**config.mk**
```make
export PLATFORM = sky130hd
export DESIGN_NAME = look_disk_request_scheduler
export DESIGN_NICKNAME = d
export VERILOG_FILES = /design/src/hdl/lds_pkg.sv /design/src/hdl/look_disk_request_scheduler.sv
export SDC_FILE = /design/constraint.sdc
export NUM_CORES = 1
export LEC_CHECK = 0
export BUFFER_PORTS_ARGS = -buffer_cell sky130_fd_sc_hd__buf_2
export CORE_ASPECT_RATIO = 1.75
export CORE_MARGIN = 2
export CORE_UTILIZATION = 35
export DETAILED_ROUTE_END_ITERATION = 10
export PLACE_DENSITY = 0.46
export SLEW_MARGIN = 10
export SYNTH_ARGS = -nofsm -noshare
export SYNTH_HDL_FRONTEND = slang
export SYNTH_SLANG_ARGS = --single-unit
```
**constraint.sdc**
```tcl
create_clock -name clock -period 8.6 [get_ports clock]
set_input_delay 0.43 -clock clock [delete_from_list [all_inputs] [get_ports clock]]
set_output_delay 0.43 -clock clock [all_outputs]
set_load 0.005 [all_outputs]
```
**src/hdl/lds_pkg.sv**
```systemverilog
`timescale 1ns / 1ps
`default_nettype none
// ----------------------------------------------------------------------------
// LOOK disk request scheduler package
// Shared widths, default sizes and the operation and status codes.
// ----------------------------------------------------------------------------
package lds_pkg;

   localparam int DEPTH_DEFAULT      = 16;
   localparam int TRACK_BITS_DEFAULT = 15;
   localparam int TAG_BITS           = 8;
   localparam int STATUS_BITS        = 2;

   typedef enum logic {
      OP_ENQUEUE  = 1'b0,
      OP_DISPATCH = 1'b1
   } op_type;

   typedef enum logic [STATUS_BITS-1:0] {
      STATUS_ACCEPTED   = 2'd0,
      STATUS_DISPATCHED = 2'd1,
      STATUS_FULL       = 2'd2,
      STATUS_EMPTY      = 2'd3
   } status_type;

endpackage
`default_nettype wire

```
**src/hdl/look_disk_request_scheduler.sv**
```systemverilog
`timescale 1ns / 1ps
`default_nettype none
// ----------------------------------------------------------------------------
// LOOK disk request scheduler
// Keeps a table of pending requests in arrival order and hands them out in
// LOOK order, scanning the table with one comparator.
// ----------------------------------------------------------------------------
// Usage: drive req_op, req_track and req_tag and raise start while busy is low
// to hand over one beat. Each beat yields exactly one response beat, shown on
// the rsp_ ports for a single cycle while rsp_valid is high.
// An enqueue answers in the cycle after it is taken and leaves busy low, so
// enqueues may follow in every cycle. A dispatch with nothing pending answers
// the same way.
// A dispatch scans the table through a single memory read port and one
// subtract-and-compare unit, one entry per cycle; each pass reads every entry
// and then settles the choice, and a second pass follows when nothing lies
// ahead in the current direction and more than one entry is pending. The
// response leaves at the end of the scan; the table then closes the gap left
// by the removed entry, one entry per cycle.
// Reset empties the table, moves the head to track zero and sets the sweep
// upward. The receiver cannot stall; responses are never held back.
// ----------------------------------------------------------------------------
module look_disk_request_scheduler
   import lds_pkg::*;
#(
   parameter int DEPTH      = DEPTH_DEFAULT,
   parameter int TRACK_BITS = TRACK_BITS_DEFAULT
) (
   input  wire logic                   clock,
   input  wire logic                   reset,
   input  wire logic                   start,
   output logic                        busy,
   input  wire logic                   req_op,
   input  wire logic [TRACK_BITS-1:0]  req_track,
   input  wire logic [TAG_BITS-1:0]    req_tag,
   output logic                        rsp_valid,
   output logic [STATUS_BITS-1:0]      rsp_status,
   output logic [TAG_BITS-1:0]         rsp_out_tag,
   output logic [TRACK_BITS-1:0]       rsp_out_track
);

   localparam int IDX_W = $clog2(DEPTH);
   localparam int CNT_W = $clog2(DEPTH + 1);

   typedef enum logic [1:0] {
      S_IDLE,
      S_SCAN,
      S_SHIFT
   } state_type;

   state_type               state_ff, state_in;
   logic [CNT_W-1:0]        count_ff, count_in;
   logic [TRACK_BITS-1:0]   head_ff, head_in;
   logic                    down_ff, down_in;
   logic [CNT_W-1:0]        ptr_ff, ptr_in;
   logic                    pipe_vld_ff, pipe_vld_in;
   logic [CNT_W-1:0]        pipe_idx_ff, pipe_idx_in;
   logic                    found_ff, found_in;
   logic                    second_ff, second_in;
   logic [TRACK_BITS-1:0]   best_dist_ff, best_dist_in;
   logic [IDX_W-1:0]        best_idx_ff, best_idx_in;
   logic [TRACK_BITS-1:0]   best_track_ff, best_track_in;
   logic [TAG_BITS-1:0]     best_tag_ff, best_tag_in;
   logic [TRACK_BITS-1:0]   first_track_ff, first_track_in;
   logic [TAG_BITS-1:0]     first_tag_ff, first_tag_in;
   logic                    rsp_valid_ff, rsp_valid_in;
   logic [STATUS_BITS-1:0]  rsp_status_ff, rsp_status_in;
   logic [TAG_BITS-1:0]     rsp_tag_ff, rsp_tag_in;
   logic [TRACK_BITS-1:0]   rsp_track_ff, rsp_track_in;

   logic [TRACK_BITS-1:0]   mem_track [DEPTH];
   logic [TAG_BITS-1:0]     mem_tag [DEPTH];
   logic [TRACK_BITS-1:0]   rd_track_ff;
   logic [TAG_BITS-1:0]     rd_tag_ff;
   logic                    mem_we;
   logic [IDX_W-1:0]        mem_waddr;
   logic [TRACK_BITS-1:0]   mem_wtrack;
   logic [TAG_BITS-1:0]     mem_wtag;

   logic                    issue;
   logic [TRACK_BITS-1:0]   cmp_a;
   logic [TRACK_BITS-1:0]   cmp_b;
   logic                    beyond;
   logic [TRACK_BITS-1:0]   distance;
   logic [CNT_W-1:0]        shift_dst;

   always_ff @(posedge clock) begin
      if (mem_we) begin
         mem_track[mem_waddr] <= mem_wtrack;
         mem_tag[mem_waddr]   <= mem_wtag;
      end
      rd_track_ff <= mem_track[ptr_ff[IDX_W-1:0]];
      rd_tag_ff   <= mem_tag[ptr_ff[IDX_W-1:0]];
   end

   assign issue     = ptr_ff < count_ff;
   assign cmp_a     = down_ff ? head_ff : rd_track_ff;
   assign cmp_b     = down_ff ? rd_track_ff : head_ff;
   assign beyond    = cmp_a > cmp_b;
   assign distance  = cmp_a - cmp_b;
   assign shift_dst = pipe_idx_ff - CNT_W'(1);

   always_comb begin
      state_in       = state_ff;
      count_in       = count_ff;
      head_in        = head_ff;
      down_in        = down_ff;
      ptr_in         = ptr_ff;
      pipe_vld_in    = 1'b0;
      pipe_idx_in    = ptr_ff;
      found_in       = found_ff;
      second_in      = second_ff;
      best_dist_in   = best_dist_ff;
      best_idx_in    = best_idx_ff;
      best_track_in  = best_track_ff;
      best_tag_in    = best_tag_ff;
      first_track_in = first_track_ff;
      first_tag_in   = first_tag_ff;
      rsp_valid_in   = 1'b0;
      rsp_status_in  = rsp_status_ff;
      rsp_tag_in     = '0;
      rsp_track_in   = '0;
      mem_we         = 1'b0;
      mem_waddr      = count_ff[IDX_W-1:0];
      mem_wtrack     = req_track;
      mem_wtag       = req_tag;

      case (state_ff)
         S_IDLE: begin
            if (start) begin
               if (req_op == OP_ENQUEUE) begin
                  rsp_valid_in = 1'b1;
                  if (count_ff == CNT_W'(DEPTH)) begin
                     rsp_status_in = STATUS_FULL;
                  end else begin
                     rsp_status_in = STATUS_ACCEPTED;
                     mem_we        = 1'b1;
                     count_in      = count_ff + CNT_W'(1);
                  end
               end else if (count_ff == '0) begin
                  rsp_valid_in  = 1'b1;
                  rsp_status_in = STATUS_EMPTY;
               end else begin
                  state_in  = S_SCAN;
                  ptr_in    = '0;
                  found_in  = 1'b0;
                  second_in = 1'b0;
               end
            end
         end

         S_SCAN: begin
            ptr_in      = issue ? ptr_ff + CNT_W'(1) : ptr_ff;
            pipe_vld_in = issue;
            if (pipe_vld_ff) begin
               if (pipe_idx_ff == '0) begin
                  first_track_in = rd_track_ff;
                  first_tag_in   = rd_tag_ff;
               end
               if (beyond && (!found_ff || distance < best_dist_ff)) begin
                  found_in      = 1'b1;
                  best_dist_in  = distance;
                  best_idx_in   = pipe_idx_ff[IDX_W-1:0];
                  best_track_in = rd_track_ff;
                  best_tag_in   = rd_tag_ff;
               end
            end
            if (!issue && !pipe_vld_ff) begin
               if (count_ff != CNT_W'(1) && !found_ff && !second_ff) begin
                  down_in   = ~down_ff;
                  second_in = 1'b1;
                  ptr_in    = '0;
               end else begin
                  rsp_valid_in  = 1'b1;
                  rsp_status_in = STATUS_DISPATCHED;
                  state_in      = S_SHIFT;
                  if (count_ff != CNT_W'(1) && found_ff) begin
                     rsp_tag_in   = best_tag_ff;
                     rsp_track_in = best_track_ff;
                     head_in      = best_track_ff;
                     ptr_in       = CNT_W'(best_idx_ff) + CNT_W'(1);
                  end else begin
                     rsp_tag_in   = first_tag_ff;
                     rsp_track_in = first_track_ff;
                     head_in      = first_track_ff;
                     ptr_in       = CNT_W'(1);
                  end
               end
            end
         end

         S_SHIFT: begin
            ptr_in      = issue ? ptr_ff + CNT_W'(1) : ptr_ff;
            pipe_vld_in = issue;
            if (pipe_vld_ff) begin
               mem_we     = 1'b1;
               mem_waddr  = shift_dst[IDX_W-1:0];
               mem_wtrack = rd_track_ff;
               mem_wtag   = rd_tag_ff;
            end
            if (!issue && !pipe_vld_ff) begin
               count_in = count_ff - CNT_W'(1);
               state_in = S_IDLE;
            end
         end

         default: begin
            state_in = S_IDLE;
         end
      endcase
   end

   always_ff @(posedge clock) begin
      if (reset) begin
         state_ff     <= S_IDLE;
         count_ff     <= '0;
         head_ff      <= '0;
         down_ff      <= 1'b0;
         ptr_ff       <= '0;
         pipe_vld_ff  <= 1'b0;
         found_ff     <= 1'b0;
         second_ff    <= 1'b0;
         rsp_valid_ff <= 1'b0;
      end else begin
         state_ff     <= state_in;
         count_ff     <= count_in;
         head_ff      <= head_in;
         down_ff      <= down_in;
         ptr_ff       <= ptr_in;
         pipe_vld_ff  <= pipe_vld_in;
         found_ff     <= found_in;
         second_ff    <= second_in;
         rsp_valid_ff <= rsp_valid_in;
      end
      pipe_idx_ff    <= pipe_idx_in;
      best_dist_ff   <= best_dist_in;
      best_idx_ff    <= best_idx_in;
      best_track_ff  <= best_track_in;
      best_tag_ff    <= best_tag_in;
      first_track_ff <= first_track_in;
      first_tag_ff   <= first_tag_in;
      rsp_status_ff  <= rsp_status_in;
      rsp_tag_ff     <= rsp_tag_in;
      rsp_track_ff   <= rsp_track_in;
   end

   assign busy          = state_ff != S_IDLE;
   assign rsp_valid     = rsp_valid_ff;
   assign rsp_status    = rsp_status_ff;
   assign rsp_out_tag   = rsp_tag_ff;
   assign rsp_out_track = rsp_track_ff;

endmodule
`default_nettype wire

```
# [Yosys cells after proc, flatten, opt, wreduce, memory -nomap -nowiden]
# Memories as Yosys holds them, arrays and structs flattened. A register that Yosys moved wholly into a read port is not among the register bits.
# Index checks and enable logic that the tools add are counted.
[word_totals] mem_bits_rw=368 memories=2 elab_cells=140 inputBits=27 register_bits=127 output_inout_bits=27
[classes] n_eq_ne=16 bitwise_logic=5 n_lt_le_gt_ge=3 reduce_logical=30 add_sub_neg=6 n_mux=59
[memory_table] name="mem_track" depth=16 word_bits=15 rd=1 rd_ports_with_merged_regs=1 write_ports=1 line="look_disk_request_scheduler.sv:71" source="logic [TRACK_BITS-1:0] mem_track [DEPTH];"
[memory_table] name="mem_tag" depth=16 word_bits=8 rd=1 rd_ports_with_merged_regs=1 write_ports=1 line="look_disk_request_scheduler.sv:72" source="logic [TAG_BITS-1:0] mem_tag [DEPTH];"
[ops] operator="two-way mux 15 bit" count=5
[ops] operator="two-way mux 5 bit" count=11
[ops] operator="two-way mux 2 bit" count=12
[ops] operator="two-way mux 8 bit" count=3
[ops] operator="inequality test 2 bit, second input constant" count=11
[ops] operator="two-way mux 1 bit" count=18
[ops] operator="AND reduction 6 bit" count=3
[ops] operator="greater-than comparator 15 bit" count=1
[ops] operator="less-than comparator 15 bit" count=1
[ops] operator="one-hot mux 5 bit (3 select lines)" count=1
[ops] operator="subtractor 15 bit" count=1
[ops] operator="AND reduction 3 bit" count=4
[ops] operator="adder 5 x 1 -> 5 bit, second input constant" count=2
[ops] operator="zero test 5 bit" count=2
[ops] operator="one-hot mux 5 bit (2 select lines)" count=1
[ops] operator="AND reduction 5 bit" count=2
[ops] operator="two-way mux 4 bit" count=2
[ops] operator="one-hot mux 1 bit (2 select lines)" count=4
[ops] operator="one-hot mux 2 bit (3 select lines)" count=1
[ops] operator="nonzero test 2 bit" count=3
[ops] operator="adder 4 x 1 -> 5 bit, second input constant" count=1
[ops] operator="equality test 5 bit, second input constant" count=1
[ops] operator="logical AND 1 bit" count=5
[ops] operator="less-than comparator 5 bit" count=1
[ops] operator="15 further kinds" count=23

# [Depth between registers and ports, before layout]
# Gate-level depths: netlist of run 1.
[logic_depth] depth_word=8 mapped_depth=19 mapped_depth_nobuf=17

# [Least setup slack after synthesis of run 1]
# No wires, ideal clock.
[synth_timing] path_type="register to register" startpoint="register down_ff" endpoint="register best_dist_ff[0] (enable)" setup_time_ns=0.398 arrival_ns=4.897 path_stages_with_launch=19 n_path_buf=2 setup_slack_ns=3.306 period_less_slack_ns=5.294 required_time_ns=8.202 path_cell_list="dfxtp_1 clkbuf_1 clkbuf_1 mux2i_1 ha_1 inv_1 fa_1 a211oi_1 o21ai_0 a31oi_1 nor2_1 nor2_1 xnor2_1 ha_1 a211oi_1 nor3_1 a2111oi_0 nor4b_1 o211a_1"
[synth_via] elab_chain_len=6 elab_cells_between_ends=8 classes_between="add/sub: 1; order compare: 2; mux: 2; reduce/logical: 3"
[synth_rtl] item="start, declared" line="look_disk_request_scheduler.sv:54" source="logic down_ff, down_in;"
[synth_rtl] item="start signal, assigned" line="look_disk_request_scheduler.sv:228" source="down_ff <= down_in;"
[synth_rtl] item="two-way mux 15 bit, on equally long branches" line="look_disk_request_scheduler.sv:97, look_disk_request_scheduler.sv:98"
[synth_rtl] item="subtractor 15 bit (*)" line="look_disk_request_scheduler.sv:100" source="assign distance = cmp_a - cmp_b;"
[synth_rtl] item="named net distance[12]" line="look_disk_request_scheduler.sv:84" source="logic [TRACK_BITS-1:0] distance;"
[synth_rtl] item="less-than comparator 15 bit (*)" line="look_disk_request_scheduler.sv:160" source="if (beyond && (!found_ff || distance < best_dist_ff)) begin"
[synth_rtl] item="logical OR 1 bit (*)" line="look_disk_request_scheduler.sv:160"
[synth_rtl] item="logical AND 1 bit (*)" line="look_disk_request_scheduler.sv:160"
[synth_rtl] item="AND reduction 3 bit (no line) (*)"
[synth_rtl] item="end signal, assigned" line="look_disk_request_scheduler.sv:236" source="best_dist_ff <= best_dist_in;"
[synth_rtl] item="end, declared" line="look_disk_request_scheduler.sv:60" source="logic [TRACK_BITS-1:0] best_dist_ff, best_dist_in;"
# The timed path passes the listed nets; every way through them passes the cells marked *.
# A chain may end at the register's enable or synchronous reset.

# [Final worst setup path of run 1]
[layout_timing] startpoint="register down_ff" endpoint="register best_tag_ff[7] (enable)"
[layout_via] elab_chain_len=6 elab_cells_between_ends=8 classes_between="add/sub: 1; order compare: 2; mux: 2; reduce/logical: 3"
[layout_rtl] item="two-way mux 15 bit, on equally long branches" line="look_disk_request_scheduler.sv:97, look_disk_request_scheduler.sv:98"
[layout_rtl] item="subtractor 15 bit (*)" line="look_disk_request_scheduler.sv:100"
[layout_rtl] item="named net distance[12]" line="look_disk_request_scheduler.sv:84"
[layout_rtl] item="less-than comparator 15 bit (*)" line="look_disk_request_scheduler.sv:160"
[layout_rtl] item="logical OR 1 bit (*)" line="look_disk_request_scheduler.sv:160"
[layout_rtl] item="logical AND 1 bit (*)" line="look_disk_request_scheduler.sv:160"
[layout_rtl] item="AND reduction 3 bit (no line) (*)"
[layout_rtl] item="end signal, assigned" line="look_disk_request_scheduler.sv:239" source="best_tag_ff <= best_tag_in;"
[layout_rtl] item="end, declared" line="look_disk_request_scheduler.sv:63" source="logic [TAG_BITS-1:0] best_tag_ff, best_tag_in;"
# Marks and branches as above.

==> metrics.md, run 1 <==
| Metric | Value |
|---|---|
| Status | finished, final reports clean |
| Layout cells sized above 1 | 0.274 |
| Initial drt markers | ~550 |
| Top_reg_cell synth | edfxtp_1 |
| Clock share of power | 0.431 |
| Clock buffer depth | 3 |
| Upper clock frequency limit | 0.174 GHz |
| Yosys reg bits | 518 |
| CTS tree | yes |
| Mapped Nets | 1241 |
| Slew margin rel. | 0.227 |
| Final net count | 1308 |
| Yosys cell types | 66 |
| Type of origin of the critical path | flop |
| Input/output buffers | 53 |
| Kind of critical path | flop to flop |
| CP peak stage delay | a little under 0.9 ns |
| Grt ovf | 0 |
| Final Cycle Share | 0.666 |
| Multi-input logic area | 5970 um^2 |
| Pwr Total | 5.22 mW |
| Yosys warns | 0 |
| Max VDD drop | approximately 0.00015 V |
| Clk root buf | clkbuf_16 |
| Clock H-tree levels | 2 |
| Clock sink count | 518 |
| Post-DRT Antenna Nets | 0 |
| Drc violations | 0 |
| WP data required | 8.81 ns |
| CTS Buf Count | 47 |
| Endpoints failing hold | 0 |
| Internal | between 4 and 5 mW |
| Pins Over Slew Limit | 0 |
| CP max FO | 34 |
| WHS Path Cells | 3 |
| Clock Latency Late Sink | 0.58 ns |
| DR WL/cell | 24.2 um |
| Sw power | 1.09 mW |
| Crit path cell chain | mux2_2, ha_1, inv_1, fa_1, a211oi_1, o21ai_0, a31oi_1, nor2_1, nor2_1, xnor2_1, ha_1, a211oi_1, nor3_1, a2111oi_0, nor4b_1, o211a_2, buf_4 |
| Sw Ratio | 0.208 |
| CP arrival | 5.94 ns |
| Final min period | approximately 5.7 ns |
| Top-area cell type share of the netlist area | 0.622 |
| Post-CTS setup repair buffer count | 0 |
| Global-route wire length before repair | 74.0 mm |
| Ranking of synthesized cells by area | edfxtp_1 62%, mux4_2 12%, dfxtp_1 7.9% |
| Cell type with the largest total area after synthesis | edfxtp_1 |
| Die Height | ~330 um |
| Pin count of the biggest net entering global routing | 52 |
| Reg2Reg Depth | 17 |
| Commonest non-fill, non-tap cells in the layout | 435 x edfxtp_1, 115 x mux4_2, 79 x dfxtp_1 |
| Chip Width | roughly 190 um |
| Synth-to-layout area growth | 13.8% |
| Setup TNS | 0 ns |
| Avg Inst Size Synth | roughly 18 um^2 |
| Setup Skew | ~0.021 ns |
| Critical Path Start | down_ff |
| Worst r2r src | down_ff |
| Mapped Area | around 21000 um^2 |
| TritonRoute pass-1 iters | 4 |
| Core area | 59200 um^2 |
| Fillers | ~5300 |
| Slowest cell on the critical path | dfxtp_2 |
| Ys async rst share | 0 |
| Initial Util | 0.355 |
| Total Wirelength | ~50 mm |
| Critical path endpoint category | flop |
| Final core occ | 0.404 |
| RSZ-0062 raised after global routing | no |
| Initial antenna violation count | 1 |
| Io pins | 54 |
| ANT cells | 0 |
| Sequential fraction of the synthesis area | 0.701 |
| LEAKAGE | 7.72 nW |
| DPL Wire Length | around 29 mm |
| Register area | approximately 15000 um^2 |
| Pwr Density | roughly 220 nW/um^2 |
| Worst hold path startpoint | req_op |
| Sequential Power Share | 0.528 |
| Tot GR Track Use | 0.164 |
| Die area | slightly above 60000 um^2 |
| Via/cell ratio | 5.18 |
| Hold WS | 0.199 ns |
| Post-CTS Resized | 0 |
| Transition time at the pin with the least slew margin | between 1 and 1.5 ns |
| Clock Pin Slew Worst Setup and Hold Paths | about 0.070 ns |
| Commonest non-fill, non-tap cell in the layout | edfxtp_1 |
| EDFF count, synth | 435 |
| Finish-stage setup viols | 0 |
| Placer Congestion | 0.763 |
| Gate power share | 0.041 |
| Tightest Hold Check Type | primary input to flop |
| Mapped Cells | 1170 |
| FP Rows | 118 |
| Total number of vias | 10649 |
| Max Cap Viol | 0 |
| Hold buffers post-CTS | 0 |
| Number of global-route vias before repair | ~11000 |
## state kept, by name, indices dropped and copies added (netlist names), 15 cells and up
signal	flops
rsp_out_track	15
best_track_ff	15
best_dist_ff	15
mem_track	240
rd_track_ff	15
head_ff	15
first_track_ff	15
mem_tag	128
## critical path: cells and delay by family (launching register included)
kind            cells  cell delay, ns
mux                 1            0.30
buf+inv             2            0.55
flops               1            0.87
compound gates      6            1.92
simple gates        4            0.61
xor+xnor            1            0.16
fa+ha+maj           3            0.90
## synth_stat cells (11+ instances only)
master / count
inv_1: 36
dfxtp_1: 83
ha_1: 43
mux4_2: 115
a21oi_1: 31
o21ai_0: 15
xnor2_1: 14
mux2_2: 40
edfxtp_1: 435
a211oi_1: 22
nand2_1: 48
a31oi_1: 11
clkbuf_1: 26
mux2i_1: 31
nor2_1: 72
buf_2: 13
## area by class of cell
class / instances / share of cell area
sequential: 518 / 0.616
clock inverter: 29 / 0.0154
clock buffer: 59 / 0.0541
multi-input combinational: 559 / 0.250
inverter: 37 / 0.00581
timing repair buffer: 74 / 0.0177
tap: 780 / 0.0408
## per-layer routing
layer / vias to the layer above / wire length, um / global-route usage
met5: - / 0 / 0
met2: 168 / 26700 / 0.300
met1: 5648 / 20500 / 0.201
met3: 60 / 1500 / 0.0203
met4: 0 / 1090 / 0.0465
li1: 4773 / - / -
## path summary, 6_finish.rpt
kind                            slack, ns        endpoint
worst max-delay path                 2.87  best_tag_ff[7]
worst min-delay path                 0.20   rsp_status[0]
worst max register to register       2.87  best_tag_ff[7]
worst min register to register       0.42  pipe_idx_ff[4]
## logic make-up after synthesis
| kind of cell | count (synthesis) | synth area share |
|---|---|---|
| flip-flops | 518 | 0.701 |
| multiplexers | 187 | 0.160 |
| AND/OR/NAND/NOR | 182 | 0.0419 |
| AO/OA/AOI/OAI | 126 | 0.0407 |
| buffers and inverters | 93 | 0.0210 |
| adder cells (fa/ha/maj) | 44 | 0.0266 |
| XOR/XNOR | 20 | 0.00834 |
## per-stage QoR
step | std cells | worst slack [ns] | area [um^2]
after floorplan | 1170 | 3.31 | 21000
after global placement | 1968 | 2.88 | 22200
after detailed placement | 1968 | 2.80 | 22200
after CTS | 2056 | 2.80 | 23900
after global routing | 2056 | 2.30 | 23900
final | 2056 | 2.87 | 23900
## power groups by stage
| stage | clock [mW] | sequential (mW) | combinational, mW |
|---|---|---|---|
| floorplan | 0 | 2.80 | 0.155 |
| global placement | 0 | 2.81 | 0.212 |
| detailed placement | 0 | 2.81 | 0.215 |
| CTS | 2.32 | 2.76 | 0.216 |
| global route | 2.40 | 2.76 | 0.238 |
| finish | 2.25 | 2.76 | 0.213 |
Note: power is estimated with default switching activity, not from simulation.
==> inputs of run 2 (changes only) <==
Clock period 8.6 ns to 5.3 ns, I/O delays scaled along.
==> run 2 against run 1 <==
  * Final cell count rose by 0.54%
  * Sequential power rose by 62%
  * Die area did not move
  * Largest cell class unchanged
  * Final area rose by 0.35%
  * Flip-flop and latch count did not move
  * Maximum frequency rose by 20%
  * Routed wire length rose by 1.3%
  * Setup slack got worse by 2.4 ns
  * Clock skew fell by 0.0050 ns
  * Via count rose by 0.35%
  * Highest routed layer unchanged
==> metrics.md, run 2 (synthesis gave the netlist of run 1 again) <==
| Metric | Value |
|---|---|
| Hold WS | 0.0735 ns (was 0.199 ns) |
| Tightest Hold Check Type | primary input to flop (unchanged) |
| Initial drt markers | 598 (was 551) |
| Number of global-route vias before repair | 11408 (was 11138) |
| Max VDD drop | 0.000251 V (was 0.000155 V) |
| Pwr Total | 8.45 mW (was 5.22 mW) |
| CP max FO | 18 (was 34) |
| Post-CTS Resized | 0 (unchanged) |
| Clock Latency Late Sink | 0.59 ns (was 0.58 ns) |
| Clock H-tree levels | 2 (unchanged) |
| Setup ws final | 0.518 ns (was 2.87 ns) |
| Max Cap Viol | 0 (unchanged) |
| Final instance area | 24000 um^2 (was 23900 um^2) |
| Tot GR Track Use | 0.166 (was 0.164) |
| Drc violations | 0 (unchanged) |
| DP Area | 22300 um^2 (was 22200 um^2) |
| Finish-stage setup viols | 0 (unchanged) |
| Setup Skew | 0.0158 ns (was 0.0208 ns) |
| Total Wirelength | 50.4 mm (was 49.8 mm) |
| Worst r2r src | down_ff (unchanged) |
| Reg2Reg Setup Slack | 0.52 ns (was 2.87 ns) |
| Input/output buffers | 53 (unchanged) |
| Clock sink count | 518 (unchanged) |
| Placer Congestion | 0.772 (was 0.763) |
| Clock Pin Slew Worst Setup and Hold Paths | 0.07 ns (about the same) |
| Transition time at the pin with the least slew margin | 0.871 ns (was 1.16 ns) |
| Via/cell ratio | 5.17 (was 5.18) |
| Die Height | 328 um (unchanged) |
| Final Cycle Share | 0.902 (was 0.666) |
| Total number of vias | 10686 (was 10649) |
| Initial Util | 0.355 (unchanged) |
| LEAKAGE | 7.77 nW (was 7.72 nW) |
| Clk root buf | clkbuf_16 (unchanged) |
| FP Rows | 118 (unchanged) |
| Largest register FFs | 240 (unchanged) |
| Post-DRT Antenna Nets | 0 (unchanged) |
| Clock buffer depth | 3 (unchanged) |
| Hold buffers post-CTS | 1 (was 0) |
| RSZ-0062 raised after global routing | no (unchanged) |
| Io pins | 54 (unchanged) |
| Critical Path Start | down_ff (unchanged) |
| Reg2Reg Depth | 16 (was 17) |
| Endpoints failing hold | 0 (unchanged) |
| Core area | 59200 um^2 (unchanged) |
| Pin count of the biggest net entering global routing | 70 (was 52) |
| Grt ovf | 0 (unchanged) |
| Final net count | 1318 (was 1308) |
| Setup TNS | 0 ns (unchanged) |
| CTS tree | yes (unchanged) |
| Final min period | 4.78 ns (was 5.73 ns) |
| Synth-to-layout area growth | 14.2% (was 13.8%) |
| Top flop regs | mem_track (240), mem_tag (128) (unchanged) |
| Post-CTS setup repair buffer count | 0 (unchanged) |
| Layout cells sized above 1 | 0.272 (was 0.274) |
| TritonRoute pass-1 iters | 4 (unchanged) |
| Die area | 62000 um^2 (unchanged) |
| Pins Over Slew Limit | 0 (unchanged) |
| Met3 wire length | 1.43 mm (was 1.50 mm) |
| WP data required | 5.58 ns (was 8.81 ns) |
| Commonest non-fill, non-tap cell in the layout | edfxtp_1 (unchanged) |
| Met2 WL | 27.4 mm (was 26.7 mm) |
| CP arrival | 5.06 ns (was 5.94 ns) |
| Crit path capture | best_dist_ff[5] (was best_tag_ff[7]) |
| Kind of critical path | flop to flop (unchanged) |
| Worst hold path startpoint | start (was req_op) |
| Metal-1 WL | 20.4 mm (was 20.5 mm) |
| Upper clock frequency limit | 0.209 GHz (was 0.174 GHz) |
| DP Worst Slack | 0.441 ns (was 2.80 ns) |
| ANT cells | 0 (unchanged) |
| Critical path endpoint category | flop (unchanged) |
| Global-route wire length before repair | 75.3 mm (was 74.0 mm) |
| Commonest non-fill, non-tap cells in the layout | 435 x edfxtp_1, 115 x mux4_2, 79 x dfxtp_1 (unchanged) |
| Chip Width | 189 um (unchanged) |
| DR WL/cell | 24.4 um (was 24.2 um) |
| Biggest register | mem_track (unchanged) |
| CTS Buf Count | 48 (was 47) |
| Initial antenna violation count | 1 (unchanged) |
| Reg-to-Reg End | best_dist_ff[5] (was best_tag_ff[7]) |
| DPL Wire Length | 29.2 mm (was 28.6 mm) |
| Type of origin of the critical path | flop (unchanged) |
| Uppermost routed layer | met4 (unchanged) |
| Pwr Density | 352 nW/um^2 (was 218 nW/um^2) |
| WHS Path Cells | 3 (unchanged) |
| Status | finished, final reports clean (unchanged) |
| Slew margin rel. | 0.418 (was 0.227) |
## run 2: cell count changes in the layout (fill, tap and decap cells not counted), sizes merged
cell         change
buf              +8
bufinv           -3
clkbuf           +8
clkinvlp         -5
dlygate4sd3      +1
inv              +2
## run 2: area by class of cell
type                    count  area [um^2]
fillers                  5284        35200
flip-flops and latches    518        14700
multi-input cells         559         5970
clock buffers              67         1380
well taps                 780          976
repair buffers             83          518
clock inverters            23          274
inverters                  37          139
## run 2: power by group
part | internal, mW | switching, mW
Combinational | 0.136 | 0.218
Sequential | 4.45 | 0.0252
Clock | 2.07 | 1.55
Total | 6.65 | 1.79
## run 2: worst min-delay path by stage
| stage | endpoint | slack, ns |
|---|---|---|
| after floorplan | pipe_idx_ff[0] | 0.37 |
| after global placement | pipe_idx_ff[4] | 0.41 |
| after detailed placement | pipe_idx_ff[4] | 0.41 |
| after CTS | rsp_valid | 0.04 |
| after global routing | rsp_valid | 0.05 |
| final | rsp_valid | 0.07 |
## run 2: layer usage
| layer | global-route usage | vias to the layer above |
|---|---|---|
| li1 | - | 4797 |
| met4 | 0.0499 | 0 |
| met3 | 0.0199 | 70 |
| met5 | 0 | - |
| met1 | 0.199 | 5657 |
| met2 | 0.310 | 162 |
## run 2: critical path, stage by stage (launching register included)
cell and delay (ns):
dfxtp_2 0.36, buf_4 0.28, mux2_2 0.40, fa_1 0.43
a211oi_1 0.30, o21ai_0 0.20, a31oi_1 0.35, nor2_1 0.09
nor2_1 0.12, xnor2_1 0.17, ha_1 0.28, a211oi_1 0.24
nor3_1 0.08, a2111oi_0 0.33, nor4b_1 0.31, o211a_2 0.28
buf_4 0.24
## run 2: through the flow
step,std cells,util
2_1_floorplan,1170,-
5_1_grt,2067,0.405
6_report,2067,0.405
3_5_place_dp,1976,0.377
4_1_cts,2067,0.405
3_3_place_gp,1976,0.377
==> inputs of run 3 (changes only) <==
Settings changed: CORE_UTILIZATION 35 to 50, PLACE_DENSITY 0.46 to 0.62.
==> run 3 against run 2 <==
  * Hold slack got worse by 0.027 ns
  * Sequential share of layout area grew 1.3 points
  * First-iteration DRC count is 61% higher
  * Final area shrank 2.1%
  * Combinational power barely moved
  * Routed wire length fell by 9.6%
==> metrics.md, run 3 (synthesis gave the netlist of run 1 again) <==
| Metric | Value |
|---|---|
| CTS tree | yes (unchanged) |
| DPL Wire Length | 26.2 mm (was 29.2 mm) |
| Max Cap Viol | 0 (unchanged) |
| Setup TNS | 0 ns (unchanged) |
| RSZ-0062 raised after global routing | no (unchanged) |
| Clk root buf | clkbuf_16 (unchanged) |
| Commonest non-fill, non-tap cell in the layout | edfxtp_1 (unchanged) |
| Input/output buffers | 53 (unchanged) |
| Setup Skew | 0.0214 ns (was 0.0158 ns) |
| Transition time at the pin with the least slew margin | 1.18 ns (was 0.871 ns) |
| Setup ws final | 0.473 ns (was 0.518 ns) |
| Die Height | 275 um (was 328 um) |
| Pin count of the biggest net entering global routing | 99 (was 70) |
| Final core occ | 0.564 (was 0.405) |
| Register area | 14700 um^2 (about the same) |
| Slowest cell on the critical path | dfxtp_1 (was fa_1) |
| Pwr Density | 345 nW/um^2 (was 352 nW/um^2) |
| Type of origin of the critical path | flop (unchanged) |
| Placed cell count | 1749 (was 1976) |
| DP Area | 21900 um^2 (was 22300 um^2) |
| Placer Congestion | 0.866 (was 0.772) |
| Commonest non-fill, non-tap cells in the layout | 435 x edfxtp_1, 115 x mux4_2, 80 x dfxtp_1 (was 435 x edfxtp_1, 115 x mux4_2, 79 x dfxtp_1) |
| Fillers | 3259 (was 5284) |
| Clock Pin Slew Worst Setup and Hold Paths | 0.07 ns (about the same) |
| Critical path endpoint category | flop (unchanged) |
| Multi-input logic area | 5890 um^2 (was 5970 um^2) |
| Biggest register | mem_track (unchanged) |
| Final Cycle Share | 0.911 (was 0.902) |
| Final net count | 1317 (was 1318) |
| Final min period | 4.83 ns (was 4.78 ns) |
| Core area | 41600 um^2 (was 59200 um^2) |
| LEAKAGE | 7.67 nW (was 7.77 nW) |
| Clock buffer depth | 3 (unchanged) |
| Post-DRT Antenna Nets | 0 (unchanged) |
| Largest register FFs | 240 (unchanged) |
| Clock sink count | 518 (unchanged) |
| CP peak stage delay | 0.49 ns (was 0.43 ns) |
| Global-route wire length before repair | 67.7 mm (was 75.3 mm) |
| Finish-stage setup viols | 0 (unchanged) |
| Upper clock frequency limit | 0.207 GHz (was 0.209 GHz) |
| Pins Over Slew Limit | 0 (unchanged) |
| Max VDD drop | 0.000241 V (was 0.000251 V) |
| Chip Width | 159 um (was 189 um) |
| Layout cells sized above 1 | 0.271 (was 0.272) |
| CP max FO | 36 (was 18) |
| Clock H-tree levels | 2 (unchanged) |
| Synth-to-layout area growth | 11.8% (was 14.2%) |
| Non-Filler Instances | 1839 (was 2067) |
| CTS Buf Count | 46 (was 48) |
| Die area | 43700 um^2 (was 62000 um^2) |
| Slew margin rel. | 0.214 (was 0.418) |
| Total number of vias | 10718 (was 10686) |
| Io pins | 54 (unchanged) |
| TritonRoute pass-1 iters | 5 (was 4) |
| Clock Latency Late Sink | 0.58 ns (was 0.59 ns) |
| Total Wirelength | 45.6 mm (was 50.4 mm) |
| Kind of critical path | flop to flop (unchanged) |
| Final instance area | 23500 um^2 (was 24000 um^2) |
| Endpoints failing hold | 0 (unchanged) |
| Top flop regs | mem_track (240), mem_tag (128) (unchanged) |
| Tightest Hold Check Type | primary input to flop (unchanged) |
| Hold buffers post-CTS | 0 (was 1) |
| DR WL/cell | 24.8 um (was 24.4 um) |
| Initial Util | 0.505 (was 0.355) |
| Number of global-route vias before repair | 10970 (was 11408) |
| Via/cell ratio | 5.83 (was 5.17) |
| Tot GR Track Use | 0.211 (was 0.166) |
| Initial drt markers | 965 (was 598) |
| Drc violations | 0 (unchanged) |
| ANT cells | 0 (unchanged) |
| Status | finished, final reports clean (unchanged) |
| Initial antenna violation count | 1 (unchanged) |
| DP Worst Slack | 0.298 ns (was 0.441 ns) |
| FP Rows | 99 (was 118) |
| Grt ovf | 0 (unchanged) |
| CP arrival | 5.08 ns (was 5.06 ns) |
| Crit path cell chain | mux2i_1, ha_1, inv_1, fa_1, a211oi_1, o21ai_0, a31oi_2, nor2_1, nor2_1, xnor2_1, ha_1, a211oi_1, nor3_1, a2111oi_0, nor4b_1, o211a_2, buf_12 (was buf_4, mux2_2, fa_1, a211oi_1, o21ai_0, a31oi_1, nor2_1, nor2_1, xnor2_1, ha_1, a211oi_1, nor3_1, a2111oi_0, nor4b_1, o211a_2, buf_4) |
| WP data required | 5.55 ns (was 5.58 ns) |
[run 3: cell types whose count changed in the layout (fill, tap and decap cells not counted), sizes merged]
| cell | change |
|---|---|
| bufinv | -3 |
| buf | +2 |
| clkinvlp | +5 |
| inv | -1 |
| clkinv | -5 |
| dlygate4sd3 | -1 |
[run 3: worst paths after layout]
path / from / end / slack [ns] / depth (start not counted)
worst max register to register: down_ff / best_track_ff[8] / 0.47 / 17
worst max-delay path: down_ff / best_track_ff[8] / 0.47 / 17
worst min register to register: pipe_idx_in[4] / pipe_idx_ff[4] / 0.42 / 0
worst min-delay path: start / rsp_valid / 0.05 / 3
[run 3: final cells by class]
cell class,count,share of cell area
repair buffers,84,0.0224
inverters,37,0.00592
clock inverters,19,0.00816
multi-input cells,559,0.251
flip-flops and latches,518,0.628
well taps,555,0.0296
clock buffers,67,0.0550
[run 3: report_power, final]
part / switching, mW / leakage [nW] / internal [mW]
Combinational: 0.217 / 2.37 / 0.137
Sequential: 0.0251 / 4.59 / 4.45
Clock: 1.47 / 0.705 / 1.81
Total: 1.71 / 7.67 / 6.39
[run 3: repair_timing]
action,4_1_cts,5_1_grt
setup endpoints to repair,0,36
setup buffers,0,4
gates resized for setup,0,2
[run 3: layer usage]
layer,up-vias,part of all wire,track usage
met5,-,0,0
met4,0,0.034,0.0821
met3,93,0.048,0.0258
met2,291,0.54,0.396
met1,5544,0.38,0.248
li1,4790,-,-
[run 3: worst max-delay path: cells and delay by family, from the launching register on]
kind / cells / cell delay, ns
buffers and inverters: 2 / 0.32
AOI/OAI and AO/OA: 6 / 1.78
muxes: 1 / 0.23
DFF: 1 / 0.49
and+or+nand+nor: 4 / 0.57
xor gates and xnor gates: 1 / 0.18
adders and majority gates: 3 / 0.95
[run 3: through the flow]
step,hold WS (ns),power [mW]
floorplan,0.368,4.80
global placement,0.404,4.91
detailed placement,0.401,4.91
CTS,0.0232,8.18
global route,0.0561,8.37
finish,0.0467,8.11
